**config.mk**
```make
export PLATFORM = sky130hd
export DESIGN_NAME = lbsc_front
export DESIGN_NICKNAME = d
export VERILOG_FILES = /design/src/design/lzw_byte_stream_compressor_macros.svh /design/src/design/lbsc_pkg.sv /design/src/design/lbsc_front.sv
export SDC_FILE = /design/constraint.sdc
export NUM_CORES = 1
export LEC_CHECK = 0
export BUFFER_PORTS_ARGS = -buffer_cell sky130_fd_sc_hd__buf_2
export CORE_MARGIN = 4
export CORE_UTILIZATION = 49
export CTS_CLUSTER_SIZE = 30
export DETAILED_ROUTE_END_ITERATION = 10
export HOLD_SLACK_MARGIN = 0.08
export PLACE_DENSITY_LB_ADDON = 0.1
export REMOVE_ABC_BUFFERS = 1
export SLEW_MARGIN = 20
export SYNTH_ARGS = -nofsm -noshare
export SYNTH_HDL_FRONTEND = slang
export SYNTH_SLANG_ARGS = --single-unit
```
**constraint.sdc**
```tcl
create_clock -name clk -period 2.15 [get_ports clk]
set_input_delay 0.3225 -clock clk [delete_from_list [all_inputs] [get_ports clk]]
set_output_delay 0.3225 -clock clk [all_outputs]
set_load 0.01 [all_outputs]
```
**src/design/lzw_byte_stream_compressor_macros.svh**
```systemverilog
// assertion macros for the lzw byte stream compressor
// used by the top level, expects clk and rst_n in scope
`ifndef LZW_BYTE_STREAM_COMPRESSOR_MACROS_SVH
`define LZW_BYTE_STREAM_COMPRESSOR_MACROS_SVH

// antecedent implies consequent in the same cycle
`define LBSC_ASSERT_NOW(label, ante, cons) \
    label: assert property (@(posedge clk) disable iff (!rst_n) (ante) |-> (cons)) \
        else $error("lbsc check failed");

// antecedent implies consequent in the following cycle
`define LBSC_ASSERT_NEXT(label, ante, cons) \
    label: assert property (@(posedge clk) disable iff (!rst_n) (ante) |=> (cons)) \
        else $error("lbsc check failed");

`endif

```
**src/design/lbsc_pkg.sv**
```systemverilog
// shared constants and types of the lzw byte stream compressor
// no dependencies
package lbsc_pkg;

    localparam int DICT_ENTRIES  = 4096;
    localparam int MAX_CODE_BITS = 12;
    localparam int CODE_W        = $clog2(DICT_ENTRIES);
    localparam int NFC_W         = CODE_W + 1;
    localparam int WIDTH_W       = $clog2(MAX_CODE_BITS + 1);
    localparam int ACC_W         = MAX_CODE_BITS + 8;
    localparam int CNT_W         = $clog2(ACC_W + 1);
    localparam int ROOT_CODES    = 256;
    localparam int FIRST_WIDTH   = 8;

    localparam logic [CODE_W-1:0] NO_PREFIX = CODE_W'(DICT_ENTRIES - 1);

    // one accepted input request
    typedef struct packed {
        logic [7:0] data;
        logic       eos;
    } lbsc_item_t;

    // packing command from the engine to the packer
    typedef struct packed {
        logic               c1_en;
        logic [CODE_W-1:0]  c1;
        logic [WIDTH_W-1:0] w1;
        logic               c2_en;
        logic [CODE_W-1:0]  c2;
        logic [WIDTH_W-1:0] w2;
        logic               finish;
        logic               status;
    } lbsc_cmd_t;

endpackage

```
**src/design/lbsc_front.sv**
```systemverilog
// input side: accepts requests into a two-entry queue
// depends on lbsc_pkg
module lbsc_front (
    input  logic                clk,
    input  logic                rst_n,
    input  logic                in_valid,
    output logic                in_ready,
    input  lbsc_pkg::lbsc_item_t in_item,
    output logic                q_valid,
    output lbsc_pkg::lbsc_item_t q_item,
    input  logic                q_pop
);

    lbsc_pkg::lbsc_item_t slot_reg [2];
    logic       wr_ptr_reg, wr_ptr_next;
    logic       rd_ptr_reg, rd_ptr_next;
    logic [1:0] count_reg, count_next;
    logic       push;
    logic       pop;

    assign in_ready = (count_reg != 2'd2);
    assign q_valid  = (count_reg != 2'd0);
    assign q_item   = slot_reg[rd_ptr_reg];
    assign push     = in_valid && in_ready;
    assign pop      = q_pop && q_valid;

    always_comb
    begin
        wr_ptr_next = push ? ~wr_ptr_reg : wr_ptr_reg;
        rd_ptr_next = pop ? ~rd_ptr_reg : rd_ptr_reg;
        count_next  = count_reg + 2'(push) - 2'(pop);
    end

    always_ff @(posedge clk or negedge rst_n)
    begin
        if (!rst_n)
        begin
            wr_ptr_reg <= 1'b0;
            rd_ptr_reg <= 1'b0;
            count_reg  <= 2'd0;
        end
        else
        begin
            wr_ptr_reg <= wr_ptr_next;
            rd_ptr_reg <= rd_ptr_next;
            count_reg  <= count_next;
        end
    end

    always_ff @(posedge clk)
    begin
        if (push)
        begin
            slot_reg[wr_ptr_reg] <= in_item;
        end
    end

endmodule

```
## Word level (Yosys, flattened, before mapping)

Memory sizes are Yosys's and may differ from the RTL's.
Cells that the tools add are included.

- Register bits after elaboration: 4
- Output and inout port bits: 11
- RAM bits: 18
- Bits of input ports: 13
- Memories kept: 1

Memory list:

| memory | words | bits a word | read ports | clocked after memory_dff | write ports | RTL line | text |
|---|---|---|---|---|---|---|---|
| slot_reg | 2 | 9 | 1 | 0 | 1 | lbsc_front.sv:14 | `lbsc_pkg::lbsc_item_t slot_reg [2];` |

- Bitwise gates (word level): 2
- Add/sub/neg operators: 2
- Muxes and demuxes: 2
- Reduce and logical (&&, ||, !) cells: 3
- Equal/unequal tests: 1

Operators with widths:

| operator | count |
|---|---|
| $add 2x1->2 | 1 |
| $logic_and 1x1->1 | 2 |
| $mux 1 | 2 |
| $ne 2x2->1 const B | 1 |
| $not 1->1 | 2 |
| $reduce_bool 2->1 | 1 |
| $sub 2x1->2 | 1 |

## Longest topological paths before layout

- Depth after elaboration: 4
- Gate-level depth with buffers: 7
- Gate-level depth less buffers: 7

## Least setup slack after synthesis

Ideal clock, no wire load.

- Kind: flip-flop to flip-flop
- Start point: register count_reg[1]
- End point: register count_reg[1]
- Path buffers: 0
- Data required time: 2027 ps
- Slack: 491 ps
- Arrival time: 1537 ps
- Period minus slack after synthesis: 1659 ps
- Stages on the path, launching flop included: 8
- Cells stage by stage: dfrtp_1 or2_1 and2_4 ha_1 inv_1 ha_1 xnor2_1 xnor2_1

- Elaborated cells on any way between the ends: 6

RTL lines:

| element | RTL line | text |
|---|---|---|
| start: declaration | lbsc_front.sv:17 | `logic [1:0] count_reg, count_next;` |
| start signal: assignment | lbsc_front.sv:46 | `count_reg <= count_next;` |
| $reduce_bool 2->1 | lbsc_front.sv:22 | `assign q_valid = (count_reg != 2'd0);` |
| net q_valid | lbsc_front.sv:9 | `output logic q_valid,` |
| $logic_and 1x1->1 | lbsc_front.sv:25 | `assign pop = q_pop && q_valid;` |
| net pop | lbsc_front.sv:19 | `logic pop;` |
| $sub 2x1->2 | lbsc_front.sv:31 | `count_next = count_reg + 2'(push) - 2'(pop);` |
| net count_next[1] | lbsc_front.sv:17 |  |

The timed path passes the listed nets, and every way through them passes these cells.
A chain may end at the register's enable or synchronous reset.

==> impl_metrics.json <==
{
  "maxSlewViolCount": 0,
  "ant_nets": 0,
  "vias": 453,
  "die_h_um": 49.5,
  "async_flop_share_pct": 18.2,
  "drt_iter0_markers": 19,
  "yosys-top-cells-area": "edfxtp_1 64%, mux2_1 12%, dfrtp_1 12%, xnor2_1 3.1%, ha_1 3.0%",
  "vdd_drop_max_v": 0.000716,
  "rows": 14,
  "yosysWarnings": 0,
  "setup_viol": 0,
  "synth_top_area_share_pct": 63.9,
  "grt_max_degree": 14,
  "synth_seq_cells": 22,
  "crit_chain": "mux2_1 > buf_2",
  "dr.pass1.iters": 4,
  "cts_made_buffers": 3,
  "clkTransAtPathRegs_ps": 120,
  "crit_arrival_ps": 1450,
  "cts-root-buf": "clkbuf_4",
  "gp_congestion": 0.665,
  "synth_ff_type": "edfxtp_1",
  "synth_largest_area_cell": "edfxtp_1",
  "synth_cell_type_count": 14,
  "status": "complete, no violations",
  "drcViolationCount": 0,
  "synth_edf_count": 18,
  "pin_count": 24,
  "antenna_found_initial": 0,
  "crit_path_start_kind": "register",
  "p_leak_nw": 0.427,
  "postSynthCellCount": 45,
  "diodes": 0,
  "hold_slack_ps": 200,
  "wl_per_cell_um": 14.0,
  "yosysSeqAreaShare_pct": 75.7,
  "cts-resized-gates": 0,
  "cp_max_fo": 10,
  "syn-cell-area_um2": 846,
  "viasPerCell": 5.09,
  "hp-class": "primary input to register",
  "power_density_mw_per_mm2": 1340,
  "slew_headroom_pct": 70.6,
  "synth_most_common_cell": "edfxtp_1",
  "hold_viol": 0,
  "area_growth_pct": 23.7,
  "die_w_um": 49.5,
  "wirelength_mm": 1.25,
  "cap_violations": 0,
  "dp_hpwl_um": 930,
  "syn_avg_cell_area_um2": 18.8,
  "clock_latency_ps": 300,
  "fin_crit_sh_pct": 82.2,
  "crit_type": "register to primary output",
  "drive_gt1_share_pct": 39.7,
  "cts.sinks": 22,
  "finalClockSkew_ps": 4.88,
  "worstPathRequired_ps": 1830,
  "clock_path_buffers": 2,
  "track_usage_pct": 11.7,
  "io_buffers": 23,
  "layout_min_cycle_time_ps": 1770,
  "core_area_mm2": 0.00158,
  "slowest_delay_ps": 630,
  "fmax_ghz": 0.566,
  "nNetsFinal": 89,
  "die-area_mm2": 0.00245,
  "rsz0062_at_grt": "no",
  "grt_first_pass_wirelength_mm": 2.16,
  "crit_path_top_delay_cell": "dfrtp_1",
  "start_util_pct": 53.7,
  "grt_pass1_vias": 478,
  "cts_setup_buffers": 0,
  "grt-ovfl-total": 0,
  "worst_pin_slew_ps": 441,
  "final.setup.tns_ps": 0,
  "largest_reg_flops": 18,
  "end_kind": "primary output",
  "hold_buffers": 1,
  "synth_commonest_cells": "18 x edfxtp_1, 9 x mux2_1, 4 x dfrtp_1, 3 x xnor2_1, 2 x ha_1",
  "cts_htree_levels": 1,
  "cts_tree": "yes"
}
-- critical path, delay by kind of cell, from the launching register on --
kind / cells / cell delay, ps
multiplexers: 1 / 370
buffers and inverters: 1 / 140
flip-flops: 1 / 630
-- logic make-up (layout without fill, tap and decap cells) --
group	count (synthesis)	count (layout)	share of synthesized area, %
flops	22	22	75.7
mux	9	9	12.0
simple gates	6	6	4.14
xor+xnor	4	4	4.14
fa+ha+maj	2	2	2.96
buf+inv	2	30	1.03
-- layer usage --
metal | up-vias | track usage (%) | part of all wire (%)
li1 | 222 | - | -
met1 | 212 | 14.7 | 42
met2 | 17 | 18.9 | 51
met3 | 2 | 2.11 | 6.6
met4 | 0 | 6.91 | 0.56
met5 | - | 0 | 0
-- layout make-up --
class / instances / area, µm²
Sequential cell: 22 / 641
Fill cell: 120 / 531
Multi-Input combinational cell: 21 / 196
Timing Repair Buffer: 25 / 133
Clock inverter: 1 / 30.0
Clock buffer: 3 / 22.5
Tap cell: 16 / 20.0
Inverter: 1 / 3.75
-- metrics by stage --
| stage | utilization (%) | power, mW | instance area, µm² | std cells | worst slack [ps] |
|---|---|---|---|---|---|
| after global routing | 66.3 | 1.50 | 1050 | 89 | 276 |
| after global placement | 62.4 | 1.10 | 983 | 84 | 520 |
| after floorplan | - | 0.939 | 841 | 44 | 491 |
| final | 66.3 | 1.40 | 1050 | 89 | 382 |
| after CTS | 66.3 | 1.42 | 1050 | 89 | 357 |
| after detailed placement | 62.4 | 1.11 | 983 | 84 | 462 |
-- path summary, 6_finish.rpt --
path / slack, ps / from / endpoint / cells after the start
worst max-delay path: 380 / rd_ptr_reg$_DFFE_PN0P_ / q_item[1] / 2
worst min-delay path: 200 / in_item[0] / slot_reg[0][0]$_DFFE_PP_ / 1
max in group asynchronous: 1700 / rst_n / count_reg[0]$_DFF_PN0_ / 2
worst min register to register: 500 / wr_ptr_reg$_DFFE_PN0N_ / wr_ptr_reg$_DFFE_PN0N_ / 1
worst max register to register: 450 / count_reg[1]$_DFF_PN0_ / count_reg[1]$_DFF_PN0_ / 7
min in group asynchronous: 330 / rst_n / wr_ptr_reg$_DFFE_PN0N_ / 2
-- cell usage in the layout (no fill, tap or decap) --
cell	instances
buf_2	23
xor2_1	1
dlygate4sd3_1	1
inv_1	1
nand2b_1	1
and2_4	1
nor2_1	1
ha_1	2
mux2_1	9
bufinv_16	1
and3_1	1
nand2_1	1
clkbuf_4	3
edfxtp_1	18
dfrtp_1	4
buf_4	1
xnor2_1	3
or2_1	1
-- power by group --
| group | switching, mW | internal, mW |
|---|---|---|
| clock | 0.119 | 0.188 |
| combinational | 0.212 | 0.214 |
| sequential | 0.0724 | 0.594 |
| total | 0.403 | 0.997 |
(Power assumes the default switching activity.)
