===== src/design/lzw_byte_stream_compressor_macros.svh =====
// assertion macros for the lzw byte stream compressor
// used by the top level, expects clk and rst_n in scope
`ifndef LZW_BYTE_STREAM_COMPRESSOR_MACROS_SVH
`define LZW_BYTE_STREAM_COMPRESSOR_MACROS_SVH

// antecedent implies consequent in the same cycle
`define LBSC_ASSERT_NOW(label, ante, cons) \
    label: assert property (@(posedge clk) disable iff (!rst_n) (ante) |-> (cons)) \
        else $error("lbsc check failed");

// antecedent implies consequent in the following cycle
`define LBSC_ASSERT_NEXT(label, ante, cons) \
    label: assert property (@(posedge clk) disable iff (!rst_n) (ante) |=> (cons)) \
        else $error("lbsc check failed");

`endif


===== src/design/lbsc_pkg.sv =====
// shared constants and types of the lzw byte stream compressor
// no dependencies
package lbsc_pkg;

    localparam int DICT_ENTRIES  = 4096;
    localparam int MAX_CODE_BITS = 12;
    localparam int CODE_W        = $clog2(DICT_ENTRIES);
    localparam int NFC_W         = CODE_W + 1;
    localparam int WIDTH_W       = $clog2(MAX_CODE_BITS + 1);
    localparam int ACC_W         = MAX_CODE_BITS + 8;
    localparam int CNT_W         = $clog2(ACC_W + 1);
    localparam int ROOT_CODES    = 256;
    localparam int FIRST_WIDTH   = 8;

    localparam logic [CODE_W-1:0] NO_PREFIX = CODE_W'(DICT_ENTRIES - 1);

    // one accepted input request
    typedef struct packed {
        logic [7:0] data;
        logic       eos;
    } lbsc_item_t;

    // packing command from the engine to the packer
    typedef struct packed {
        logic               c1_en;
        logic [CODE_W-1:0]  c1;
        logic [WIDTH_W-1:0] w1;
        logic               c2_en;
        logic [CODE_W-1:0]  c2;
        logic [WIDTH_W-1:0] w2;
        logic               finish;
        logic               status;
    } lbsc_cmd_t;

endpackage


===== src/design/lbsc_packer.sv =====
// bit packer: msb-first code packing, padding and output register
// depends on lbsc_pkg
module lbsc_packer (
    input  logic                clk,
    input  logic                rst_n,
    input  logic                cmd_valid,
    output logic                cmd_ready,
    input  lbsc_pkg::lbsc_cmd_t cmd,
    output logic                out_valid,
    input  logic                out_ready,
    output logic [7:0]          out_data,
    output logic                out_last,
    output logic                out_done,
    output logic                out_status
);

    typedef enum logic [2:0] {
        P_IDLE  = 3'b001,
        P_STEP  = 3'b010,
        P_DRAIN = 3'b100
    } lbsc_pstate_t;

    lbsc_pstate_t state_reg, state_next;
    lbsc_pkg::lbsc_cmd_t          cmd_reg, cmd_next;
    logic                         c1p_reg, c1p_next;
    logic                         c2p_reg, c2p_next;
    logic                         padp_reg, padp_next;
    logic [lbsc_pkg::ACC_W-1:0]   acc_reg, acc_next;
    logic [lbsc_pkg::CNT_W-1:0]   cnt_reg, cnt_next;
    logic [7:0]                   held_reg, held_next;
    logic                         held_valid_reg, held_valid_next;
    logic                         ov_reg, ov_next;
    logic [7:0]                   od_reg, od_next;
    logic                         ol_reg, ol_next;
    logic                         odone_reg, odone_next;
    logic                         ost_reg, ost_next;
    logic                         out_free;
    logic [lbsc_pkg::ACC_W-1:0]   v1;
    logic [lbsc_pkg::ACC_W-1:0]   v2;

    assign out_free   = !ov_reg || out_ready;
    assign cmd_ready  = (state_reg == P_IDLE);
    assign out_valid  = ov_reg;
    assign out_data   = od_reg;
    assign out_last   = ol_reg;
    assign out_done   = odone_reg;
    assign out_status = ost_reg;

    assign v1 = lbsc_pkg::ACC_W'(cmd_reg.c1)
                & ((lbsc_pkg::ACC_W'(1) << cmd_reg.w1) - lbsc_pkg::ACC_W'(1));
    assign v2 = lbsc_pkg::ACC_W'(cmd_reg.c2)
                & ((lbsc_pkg::ACC_W'(1) << cmd_reg.w2) - lbsc_pkg::ACC_W'(1));

    always_comb
    begin
        state_next      = state_reg;
        cmd_next        = cmd_reg;
        c1p_next        = c1p_reg;
        c2p_next        = c2p_reg;
        padp_next       = padp_reg;
        acc_next        = acc_reg;
        cnt_next        = cnt_reg;
        held_next       = held_reg;
        held_valid_next = held_valid_reg;
        ov_next         = ov_reg && !out_ready;
        od_next         = od_reg;
        ol_next         = ol_reg;
        odone_next      = odone_reg;
        ost_next        = ost_reg;

        unique case (state_reg)
            P_IDLE:
            begin
                if (cmd_valid)
                begin
                    cmd_next   = cmd;
                    c1p_next   = cmd.c1_en;
                    c2p_next   = cmd.c2_en;
                    padp_next  = cmd.finish;
                    state_next = P_STEP;
                end
            end
            P_STEP:
            begin
                if (c1p_reg)
                begin
                    acc_next   = (acc_reg << cmd_reg.w1) | v1;
                    cnt_next   = cnt_reg + lbsc_pkg::CNT_W'(cmd_reg.w1);
                    c1p_next   = 1'b0;
                    state_next = P_DRAIN;
                end
                else if (c2p_reg)
                begin
                    acc_next   = (acc_reg << cmd_reg.w2) | v2;
                    cnt_next   = cnt_reg + lbsc_pkg::CNT_W'(cmd_reg.w2);
                    c2p_next   = 1'b0;
                    state_next = P_DRAIN;
                end
                else if (padp_reg)
                begin
                    padp_next = 1'b0;
                    if (cnt_reg != '0)
                    begin
                        acc_next   = acc_reg << (lbsc_pkg::CNT_W'(8) - cnt_reg);
                        cnt_next   = lbsc_pkg::CNT_W'(8);
                        state_next = P_DRAIN;
                    end
                end
                else if (!held_valid_reg || out_free)
                begin
                    // release the held byte as the last of this request
                    if (held_valid_reg)
                    begin
                        ov_next    = 1'b1;
                        od_next    = held_reg;
                        ol_next    = 1'b1;
                        odone_next = cmd_reg.finish;
                        ost_next   = cmd_reg.status;
                    end
                    held_valid_next = 1'b0;
                    if (cmd_reg.finish)
                    begin
                        acc_next = '0;
                        cnt_next = '0;
                    end
                    state_next = P_IDLE;
                end
            end
            P_DRAIN:
            begin
                if (cnt_reg >= lbsc_pkg::CNT_W'(8))
                begin
                    if (!held_valid_reg || out_free)
                    begin
                        if (held_valid_reg)
                        begin
                            ov_next    = 1'b1;
                            od_next    = held_reg;
                            ol_next    = 1'b0;
                            odone_next = 1'b0;
                            ost_next   = cmd_reg.status;
                        end
                        held_next       = 8'(acc_reg >> (cnt_reg - lbsc_pkg::CNT_W'(8)));
                        held_valid_next = 1'b1;
                        cnt_next        = cnt_reg - lbsc_pkg::CNT_W'(8);
                    end
                end
                else
                begin
                    state_next = P_STEP;
                end
            end
            default:
            begin
                state_next = P_IDLE;
            end
        endcase
    end

    always_ff @(posedge clk or negedge rst_n)
    begin
        if (!rst_n)
        begin
            state_reg      <= P_IDLE;
            c1p_reg        <= 1'b0;
            c2p_reg        <= 1'b0;
            padp_reg       <= 1'b0;
            acc_reg        <= '0;
            cnt_reg        <= '0;
            held_valid_reg <= 1'b0;
            ov_reg         <= 1'b0;
        end
        else
        begin
            state_reg      <= state_next;
            c1p_reg        <= c1p_next;
            c2p_reg        <= c2p_next;
            padp_reg       <= padp_next;
            acc_reg        <= acc_next;
            cnt_reg        <= cnt_next;
            held_valid_reg <= held_valid_next;
            ov_reg         <= ov_next;
        end
    end

    always_ff @(posedge clk)
    begin
        cmd_reg   <= cmd_next;
        held_reg  <= held_next;
        od_reg    <= od_next;
        ol_reg    <= ol_next;
        odone_reg <= odone_next;
        ost_reg   <= ost_next;
    end

endmodule


===== config.mk =====
export PLATFORM = sky130hd
export DESIGN_NAME = lbsc_packer
export DESIGN_NICKNAME = d
export VERILOG_FILES = /design/src/design/lzw_byte_stream_compressor_macros.svh /design/src/design/lbsc_pkg.sv /design/src/design/lbsc_packer.sv
export SDC_FILE = /design/constraint.sdc
export NUM_CORES = 1
export LEC_CHECK = 0
export ABC_AREA = 1
export BUFFER_PORTS_ARGS = -buffer_cell sky130_fd_sc_hd__buf_2
export CORE_AREA = 4 4 121 135
export CTS_CLUSTER_DIAMETER = 60
export DETAILED_ROUTE_END_ITERATION = 8
export DIE_AREA = 0 0 125 139
export GPL_TIMING_DRIVEN = 0
export PLACE_DENSITY_LB_ADDON = 0.05
export SYNTH_ARGS = -nofsm -noshare
export SYNTH_HDL_FRONTEND = slang
export SYNTH_SLANG_ARGS = --single-unit

===== constraint.sdc =====
create_clock -name clk -period 5.4 [get_ports clk]
set_input_delay 0.27 -clock clk [delete_from_list [all_inputs] [get_ports clk]]
set_output_delay 0.27 -clock clk [all_outputs]
set_load 0.01 [all_outputs]

== Word-level counts from Yosys, hierarchy flattened ==
Index checks and enable logic that the tools add are counted.
Cells by class
  add/subtract/negate cells: 6
  magnitude comparators: 1
  eq/ne operators: 17
  shifts and indexed selects: 6
  mux-type cells: 75
  bitwise gates (word level): 4
  reduce and logical (&&, ||, !) cells: 22
Operator list (number)
  $mux 20: 6
  $mux 8: 6
  $and 12x20->20: 2
  $mux 5: 8
  $or 20x20->20: 2
  $shl 1x4->20 const A: 2
  $shl 20x4->20: 2
  $sub 20x1->20 const B: 2
  $mux 1: 37
  $mux 3: 7
  $ne 2x2->1 const B: 10
  $shl 20x5->20: 1
  $shr 20x5->8: 1
  $pmux 1 s2: 8
  $pmux 8 s2: 1
  $ne 5x5->1 const B: 3
  $reduce_and 4->1: 3
  $add 5x4->5: 2
  $pmux 5 s2: 1
  $pmux 3 s3: 1
  $reduce_and 9->1: 1
  $reduce_bool 4->1: 2
  $reduce_and 7->1: 1
  $reduce_and 3->1: 2
  other kinds (15): 20
Storage, ports and cells
  register bits: 86
  input port bits: 40
  word-level logic and storage cells: 150

== Longest topological paths before layout ==
Gate-level depths: netlist of the first run.
  depth after elaboration: 8
  gate-level depth with buffers: 17
  gate-level depth less buffers: 15

== Least setup slack after synthesis of the first run ==
OpenSTA, ideal clock, no wires.
  kind: reg2reg
  from: register state_reg[0]
  to: register padp_reg
  arrival time: 2.764 ns
  path slack: 2.514 ns
  stages on the path, launching flop included: 7
  buffers on the path: 0
  clock period less this slack: 2.886 ns
  cells stage by stage: dfstp_2 > nand3_1 > nor2_1 > inv_1 > nand2_1 > o21ai_0 > a22o_1
Between the ends
  word-level cells in the longest chain between the ends: 3
  elaborated cells between the ends (all ways): 8
  those cells by class: eq/ne (5); mux (1); reduce/logical (2)
Ends and longest elaborated chain
  start: declaration: line lbsc_packer.sv:23  | lbsc_pstate_t state_reg, state_next;
  start signal: assignment: line lbsc_packer.sv:175  | state_reg <= state_next;
  $eq 3x2->1 or $eq 3x1->1 (tied branches): line lbsc_packer.sv:71  | unique case (state_reg)
  $ne 2x2->1 (no line) or $reduce_bool 2->1 (tied branches)
  $reduce_and 4->1 (no line)
  end signal: assignment: line lbsc_packer.sv:178  | padp_reg <= padp_next;
  end: declaration: line lbsc_packer.sv:27  | logic padp_reg, padp_next;
Several ways; a longest one is shown, not always the timed one.
A chain may end at the register's enable or synchronous reset.

== Worst setup path in the final report of the first run ==
  from: register cnt_reg[1] (netlist name)
  to: register acc_reg[10] (netlist name)
Between the ends
  word-level cells in the longest chain between the ends: 6
  elaborated cells between the ends (all ways): 9
  those cells by class: add/sub (1); eq/ne (1); shift (1); mux (4); reduce/logical (2)
Ends and longest elaborated chain
  start: declaration: line lbsc_packer.sv:29  | logic [lbsc_pkg::CNT_W-1:0] cnt_reg, cnt_next;
  start signal: assignment: line lbsc_packer.sv:180  | cnt_reg <= cnt_next;
  $sub 4x5->5: line lbsc_packer.sv:104  | acc_next = acc_reg << (lbsc_pkg::CNT_W'(8) - cnt_reg);
  $shl 20x5->20: line lbsc_packer.sv:104
  $mux 20: line lbsc_packer.sv:102  | if (cnt_reg != '0)
  $mux 20: line lbsc_packer.sv:99  | else if (padp_reg)
  $mux 20: line lbsc_packer.sv:92  | else if (c2p_reg)
  $mux 20: line lbsc_packer.sv:85  | if (c1p_reg)
  end signal: assignment: line lbsc_packer.sv:179  | acc_reg <= acc_next;
  end: declaration: line lbsc_packer.sv:28  | logic [lbsc_pkg::ACC_W-1:0] acc_reg, acc_next;
Several ways; a longest one is shown, not always the timed one. The select of a mux whose other input is x is not followed.

==> results of run 1 <==
-- cells in the final DEF, fill, tap and decap left out, drive strengths merged, types with 11 or more instances in the layout --
master,n
nand3,247
nor2,93
clkbuf,21
o21ai,75
inv,84
ha,12
buf,95
dfrtp,32
edfxtp,53
or2,11
a21oi,32
nand2,413
-- metal layers --
metal / part of all wire [%] / vias up / GRT usage (%)
li1: - / 4017 / -
met3: 8.7 / 120 / 4.51
met5: 0 / - / 0
met4: 7.7 / 0 / 18.9
met2: 44 / 442 / 47.2
met1: 39 / 3718 / 36.2
-- power by group --
part / total [uW] / switching, uW / internal, uW
Sequential: 1270 / 360 / 914
Combinational: 3270 / 2220 / 1060
Clock: 599 / 287 / 312
Total: 5150 / 2860 / 2280
-- cell families (layout without fill, tap and decap cells) --
logic type	Yosys count	in the layout	share of synthesized area, %
xor+xnor	1	1	0.119
flops	86	86	32.8
buf+inv	136	206	8.00
compound gates	136	136	10.0
simple gates	786	786	46.5
fa+ha+maj	14	14	2.58
-- synthesized netlist by cell type --
master      n  area, um^2
inv_1      72         270
fa_1        2        40.0
xnor2_1     1        8.76
nor2_1     82         308
o21ai_1    18        90.1
buf_2      28         140
nor2_4      7        78.8
and2_1      8        50.1
buf_1       4        15.0
o22ai_1     6        37.5
inv_2      11        41.3
dfrtp_1    32         801
nand2_1   408        1530
o21ai_0    57         285
nand4_2     1        12.5
nand2_2     5        31.3
nand3_1   247        1240
or2_2       7        43.8
o31ai_1     3        22.5
nor2_2      4        25.0
edfxtp_1   53        1590
a31oi_1     8        50.1
or2_0       3        18.8
nor4_1      2        12.5
o211ai_1    6        45.0
nor3_1      6        30.0
o21bai_1    3        22.5
buf_6       2        22.5
nand4_1     3        18.8
a22o_1      1        8.76
nor3_2      2        20.0
a21oi_1    32         160
clkbuf_1   10        37.5
a22oi_1     2        15.0
dfstp_2     1        26.3
clkinv_1    1        3.75
ha_1       12         150
inv_4       1        6.26
or2_1       1        6.26
buf_4       7        52.6
-- worst max-delay path, delay by kind of cell, from the launching register on --
kind,cells,cell delay [ns]
adder cells (fa/ha/maj),1,0.34
AND/OR/NAND/NOR,5,0.55
AO/OA/AOI/OAI,1,0.26
buffers and inverters,6,1.30
flip-flops,1,0.46
-- worst min-delay path by stage --
stage               startpoint           end  cells after the start
CTS                      rst_n  state_reg[1]                      1
detailed placement       rst_n  state_reg[1]                      1
global placement         rst_n  state_reg[1]                      1
finish                   rst_n  state_reg[1]                      1
global route             rst_n  state_reg[1]                      1
floorplan                rst_n    acc_reg[0]                      0
-- final cells by class --
cell class	instances	share of cell area, %
Buffer	51	3.27
Clock buffer	11	2.84
Clock inverter	5	0.443
Inverter	85	3.93
Multi-Input combinational cell	937	53.4
Sequential cell	86	29.6
Tap cell	196	3.00
Timing Repair Buffer	54	3.52
-- stage by stage --
step                      area [um^2]  util [%]  hold WS (ns)
after floorplan                  7370         -       -0.0256
after global placement           7870      52.7         0.396
after detailed placement         7910      53.0         0.398
after CTS                        8180      54.8        0.0133
after global routing             8180      54.8        0.0581
final                            8180      54.8      -0.00688
==> results.toml, run 1 <==
[outcome]
status = "finished, violations left"
violations = "negative hold slack"

[worst_setup_path]
startpoint = "cnt_reg[1]"
endpoint_kind = "register"
cp-endpoint = "acc_reg[10]"
reg2reg_slack_ns = 2.36
path_cells = "buf_2 -> inv_2 -> clkbuf_1 -> ha_1 -> inv_2 -> buf_1 -> nand3_1 -> nand3_1 -> nand3_1 -> a21oi_1 -> nand3_1 -> nand2_1 -> inv_1"
cp_common_cell = "nand3_1"
slowest_delay_ns = 0.46
crit_arrival_ns = 3.30
cp_max_fo = 10
crit_required_ns = 5.66
crit_slowest_cell = "dfrtp_1"
timing.rr.end = "acc_reg[10]"
crit-reg2reg-launch = "cnt_reg[1]"
r2r_cells = 13
critPathKind = "reg2reg"
critPathLaunchType = "register"

[sta]
slew_headroom_pct = 44.3
finalCriticalPeriod_ns = 3.04
finalClockSkew_ns = 0.0114
setup_tns_ns = 0
setup_viol = 0
report.final.hold_viol_count = 5
hold_slack_ns = -0.00688
fmax_ghz = 0.329
maxSlewViolCount = 0
min_period_over_period_pct = 56.2
grt_setup_unrepaired = "false"
fin_ws_ns = 2.36
worst_pin_slew_ns = 0.835

[finish]
regArea_um2 = 2420
multiInputGateArea_um2 = 4370
largest_register_ffs = 34
fin_cells = 1425
antenna_cells = 0
fillers = 1566
area_delta_synth_final_pct = 11.1
fin_nets = 1278
layout-drive-gt1-share_pct = 11.9

[logic_synthesis]
synth_warnings = 0
synthCells = 1159
syn_avg_cell_area_um2 = 6.36
synthesis.nets = 1213
synth_area_um2 = 7370
synthDistinctLibCells = 40
ys_seq_area_share_pct = 32.8
ys_ff_latch = 86

[die]
start_util_pct = 49.3
die-area_um2 = 17400
io_pins = 53
die_width_um = 125
core_um2 = 14900
die_y_um = 139
row_count = 47

[clocking]
cts_setup_buffers = 0
post_cts_resized = 0
tritoncts = "yes"
max-clock-path-buffers = 2
root_buffer = "clkbuf_16"
clk_pin_slew_worst_paths_ns = 0.07
cts.sinks = 86
cts-buffers-inserted = 9
cts_hold_buf = 0
clk-insertion-delay-late_ns = 0.37
h-tree-depth = 3

[place]
place_ws_ns = 2.38
place_inst = 1409
dp_hpwl_um = 19800
port-buffer-count = 52
gp_congestion = 1.01

[detailed_routing]
vias = 8297
route.detailed.drc = 0
antenna_left = 0
drtIter0Drc = 729
routedWlPerCell_um = 18.2
wl_um = 25900
routed_via_density = 5.82
first_pass_iters = 6

[global_routing]
grt_pass1_vias = 7545
grt_pass1_wl_um = 40000
antenna_found_initial = 0
groute.usage.overall_pct = 29.2
grt_max_degree = 38
gr-total-overflow = 0

[power_and_ir_drop]
power.leakage_uw = 0.00387
ir_drop_v = 0.000271
power_density_nw_per_um2 = 629
total_power_uw = 5150

[run]
drv_cap = 0

[worst_hold_path]
hold_class = "in2async"
(Power assumes the default switching activity.)
==> run 2: changes to the inputs <==
clock period = 3.1 ns   (was 5.4 ns; I/O delays follow)
==> run 2 against run 1 <==
  * The flow now finishes without violations
  * Sequential share of layout area fell by 1.2 points
  * Clock skew rose by 0.0019 ns
  * Register-to-register slack got worse by 2.2 ns
  * Fmax rose by 4.8%
  * Critical path type unchanged
  * Via count rose by 1.6%
  * Global-route usage rose by 0.73 points
==> results.toml, run 2 (synthesis results as in run 1) <==
[finish]
fin_nets = 1312
antenna_cells = 0
post-route-cell-area_um2 = 8530
largest_register_ffs = 34
area_delta_synth_final_pct = 15.8
layout_common_cells = "nand2_1 (408), nand3_1 (247), nor2_1 (81)"
final_common_cell = "nand2_1"
layout-drive-gt1-share_pct = 11.6
final_util_pct = 57.1

[sta]
finalCriticalPeriod_ns = 2.90
fmax_ghz = 0.345
worst_pin_slew_ns = 0.831
slew_headroom_pct = 44.6
maxSlewViolCount = 0
finalClockSkew_ns = 0.0133
min_period_over_period_pct = 93.5
grt_setup_unrepaired = "false"
report.final.hold_viol_count = 0
setup_viol = 0

[place]
port-buffer-count = 52
gp_congestion = 1.01
post_dp_cell_area_um2 = 7910
dp_hpwl_um = 19800

[global_routing]
grt_pass1_wl_um = 41100
groute.usage.overall_pct = 29.9
grt_max_degree = 38
gr-usage-met1_pct = 36.6
busiest_layer = "met2"
grt_pass1_vias = 7758
gr-total-overflow = 0
gr-usage-met2_pct = 49.2
antenna_found_initial = 0
use_met3_pct = 4.58

[detailed_routing]
drtIter0Drc = 752
route.detailed.drc = 0
routed_via_density = 5.78
antenna_left = 0
wl_um = 26400
routedWlPerCell_um = 18.1
first_pass_iters = 5
vias = 8431

[worst_setup_path]
critPathLaunchType = "register"
endpoint_kind = "register"
crit_required_ns = 3.36
critPathKind = "reg2reg"
cp_max_fo = 10
crit_arrival_ns = 3.15

[die]
core_um2 = 14900
die-area_um2 = 17400
die_y_um = 139
die_width_um = 125
start_util_pct = 49.3
row_count = 47
io_pins = 53

[power_and_ir_drop]
combPwrFrac_pct = 63.7
power.leakage_uw = 0.00401
seqPwrFrac_pct = 24.7
ir_drop_v = 0.000493
power_density_nw_per_um2 = 1050
internal_power_uw = 4000
switchingPower_uw = 4970
clock_power_share_pct = 11.6
switching_share_pct = 55.4

[clocking]
cts-buffers-inserted = 9
cts.sinks = 86
tritoncts = "yes"
clk_pin_slew_worst_paths_ns = 0.07
root_buffer = "clkbuf_16"
cts_setup_buffers = 0
clk-insertion-delay-late_ns = 0.36
h-tree-depth = 3
max-clock-path-buffers = 2
post_cts_resized = 0

[worst_hold_path]
hold_class = "in2reg"

[outcome]
status = "complete, no violations"

[run]
drv_cap = 0
run 2: cell count changes in the layout (fill, tap and decap cells not counted):
cell | previous run | this run
dlygate4sd3_1 | 0 | 35
buf_1 | 4 | 3
run 2: what timing repair did:
action                     in CTS  in global routing
hold buffers                   35                  0
hold endpoints to repair       66                  0
setup endpoints to repair       0                  7
run 2: worst paths after layout:
check | to | slack (ns) | from | cells past startpoint
max reg2reg | acc_reg[8] | 0.20 | cnt_reg[1] | 12
min | c1p_reg | 0.008 | cmd[35] | 3
min in group asynchronous | state_reg[1] | 0.42 | rst_n | 2
min reg2reg | out_data[2] | 0.42 | held_reg[2] | 0
max | acc_reg[8] | 0.20 | cnt_reg[1] | 12
max in group asynchronous | acc_reg[19] | 2.13 | rst_n | 2
run 2: final cells by class:
class	count	area, um^2
Buffer	50	264
Timing Repair Buffer	89	638
Multi-Input combinational cell	937	4370
Clock buffer	11	233
Sequential cell	86	2420
Fill cell	1520	6410
Tap cell	196	245
Clock inverter	5	36.3
Inverter	85	322
run 2: layer usage:
metal	part of all wire [%]	up-vias	routed length, um
li1	-	4085	-
met1	39	3800	10400
met2	45	432	12000
met3	8.2	114	2170
met4	6.9	0	1820
met5	0	-	0
run 2: power by group through the flow:
stage,Clock (uW),Combinational (uW),Sequential [uW]
6_report,1040,5720,2220
5_1_grt,1090,6390,2210
4_1_cts,1050,5620,2170
3_5_place_dp,0,5560,2200
3_3_place_gp,0,5520,2210
2_1_floorplan,0,4210,1890
run 2: critical path: stages, from the launching register on:
cell	delay (ns)
dfrtp_1	0.47
buf_2	0.25
inv_2	0.10
clkbuf_1	0.23
ha_1	0.38
buf_1	0.41
nand3_1	0.17
nand3_1	0.16
nand3_1	0.10
a21oi_1	0.29
nand3_1	0.12
nand2_1	0.07
inv_1	0.04
run 2: metrics by stage:
stage	std cells	hold WS [ns]	total power (uW)	TNS, ns	setup slack, ns
after floorplan	1159	-0.141	6100	0	0.214
after global placement	1407	0.281	7730	-14.19	-0.525
after detailed placement	1409	0.283	7760	0	0.0837
after CTS	1460	0.00624	8840	0	0.0676
after global routing	1459	0.0437	9690	0	0.0427
final	1459	0.00834	8980	0	0.203
==> run 3: changes to the inputs <==
BUFFER_PORTS_ARGS = -buffer_cell sky130_fd_sc_hd__clkbuf_2   (was -buffer_cell sky130_fd_sc_hd__buf_2)
==> run 3 against run 2 <==
  * Design area increased by 0.13%
  * Sequential share of layout area about the same
  * Clock skew decreased by 0.0043 ns
  * Register-to-register slack better by 0.05 ns
==> results.toml, run 3 (synthesis results as in run 1) <==
[outcome]
status = "complete, no violations"

[worst_setup_path]
critPathLaunchType = "register"
critPathKind = "reg2reg"
path_cells = "buf_2 -> inv_2 -> clkbuf_1 -> ha_1 -> clkbuf_1 -> nor2_1 -> nand2_1 -> a21oi_1 -> a21oi_1 -> nand3_1 -> nand2_1 -> inv_1"
slowest_delay_ns = 0.47
crit_slowest_cell = "dfrtp_1"
cp_max_fo = 10
endpoint_kind = "register"
r2r_cells = 12
crit_required_ns = 3.35
crit_arrival_ns = 3.10

[detailed_routing]
route.detailed.drc = 0
antenna_left = 0
drtIter0Drc = 782
routed_via_density = 5.74
first_pass_iters = 6
routedWlPerCell_um = 18.1
wl_um = 26400
vias = 8371

[place]
place_inst = 1409
dp_hpwl_um = 19900
port-buffer-count = 52
gp_congestion = 0.978
post_dp_cell_area_um2 = 7910
place_ws_ns = 0.0221

[clocking]
h-tree-depth = 3
clk-insertion-delay-late_ns = 0.36
tritoncts = "yes"
cts_setup_buffers = 0
cts.sinks = 86
cts-buffers-inserted = 9
root_buffer = "clkbuf_16"
clk_pin_slew_worst_paths_ns = 0.07
max-clock-path-buffers = 2

[die]
die-area_um2 = 17400
core_um2 = 14900
die_width_um = 125
row_count = 47
start_util_pct = 49.3
die_y_um = 139
io_pins = 53

[run]
drv_cap = 0

[global_routing]
antenna_found_initial = 0
groute.usage.overall_pct = 30.2
grt_max_degree = 38
gr-total-overflow = 0
grt_pass1_wl_um = 41600
grt_pass1_vias = 7740

[sta]
slew_headroom_pct = 38.4
report.final.hold_viol_count = 0
min_period_over_period_pct = 91.8
fin_ws_ns = 0.255
finalClockSkew_ns = 0.00905
fmax_ghz = 0.352
finalCriticalPeriod_ns = 2.84
maxSlewViolCount = 0
worst_pin_slew_ns = 0.923
setup_viol = 0
grt_setup_unrepaired = "false"

[finish]
final_common_cell = "nand2_1"
fin_cells = 1459
antenna_cells = 0
layout_common_cells = "nand2_1 (408), nand3_1 (247), nor2_1 (81)"
largest_register_ffs = 34
post-route-cell-area_um2 = 8540
area_delta_synth_final_pct = 15.9
layout-drive-gt1-share_pct = 11.8
final_util_pct = 57.2
fin_nets = 1312

[power_and_ir_drop]
power_density_nw_per_um2 = 1060
power.leakage_uw = 0.00404
total_power_uw = 9010
ir_drop_v = 0.000476

[worst_hold_path]
hold_class = "in2reg"
hold_depth = 3
[run 3: per-layer routing]
layer / GRT usage (%) / wire length (um)
met3: 4.70 / 2140
met4: 17.4 / 1660
met2: 49.2 / 12000
met1: 38.1 / 10600
met5: 0 / 0
[run 3: report_power, final]
part           leakage [uW]  switching [uW]  internal [uW]  total [uW]
combinational       0.00302            3860           1870        5730
sequential         0.000887             629           1590        2220
clock              0.000141             502            555        1060
[run 3: what timing repair did]
| action | CTS | global route |
|---|---|---|
| gates resized for setup | 0 | 1 |
| hold buffers | 35 | 0 |
| hold endpoints to repair | 66 | 0 |
| endpoints found under the setup margin | 0 | 11 |
[run 3: cell type report]
cell class / count / area (um^2)
clock buffers: 9 / 225
inverters: 85 / 322
clock inverters: 7 / 53.8
flip-flops and latches: 86 / 2420
repair buffers: 89 / 638
multi-input cells: 937 / 4370
plain buffers: 50 / 265
fillers: 1540 / 6400
well taps: 196 / 245
[run 3: path summary, 6_finish.rpt]
path,startpoint,endpoint,slack (ns)
min reg2reg,held_reg[5],out_data[5],0.42
max reg2reg,cnt_reg[1],acc_reg[8],0.26
min in group asynchronous,rst_n,state_reg[2],0.45
min,cmd[18],c2p_reg,0.01
max in group asynchronous,rst_n,acc_reg[19],2.05
max,cnt_reg[1],acc_reg[8],0.26
[run 3: critical path: cells and delay by family, from the launching register on]
kind / cells / cell delay, ns
AO/OA/AOI/OAI: 2 / 0.37
adder cells (fa/ha/maj): 1 / 0.39
buffers and inverters: 5 / 1.06
flip-flops: 1 / 0.47
AND/OR/NAND/NOR: 4 / 0.46
[run 3: per-stage QoR]
stage | hold slack [ns] | TNS (ns)
after floorplan | -0.141 | 0
after detailed placement | 0.318 | 0
after global placement | 0.313 | -14.58
after CTS | 0.00820 | 0
after global routing | 0.0493 | 0
final | 0.0136 | 0
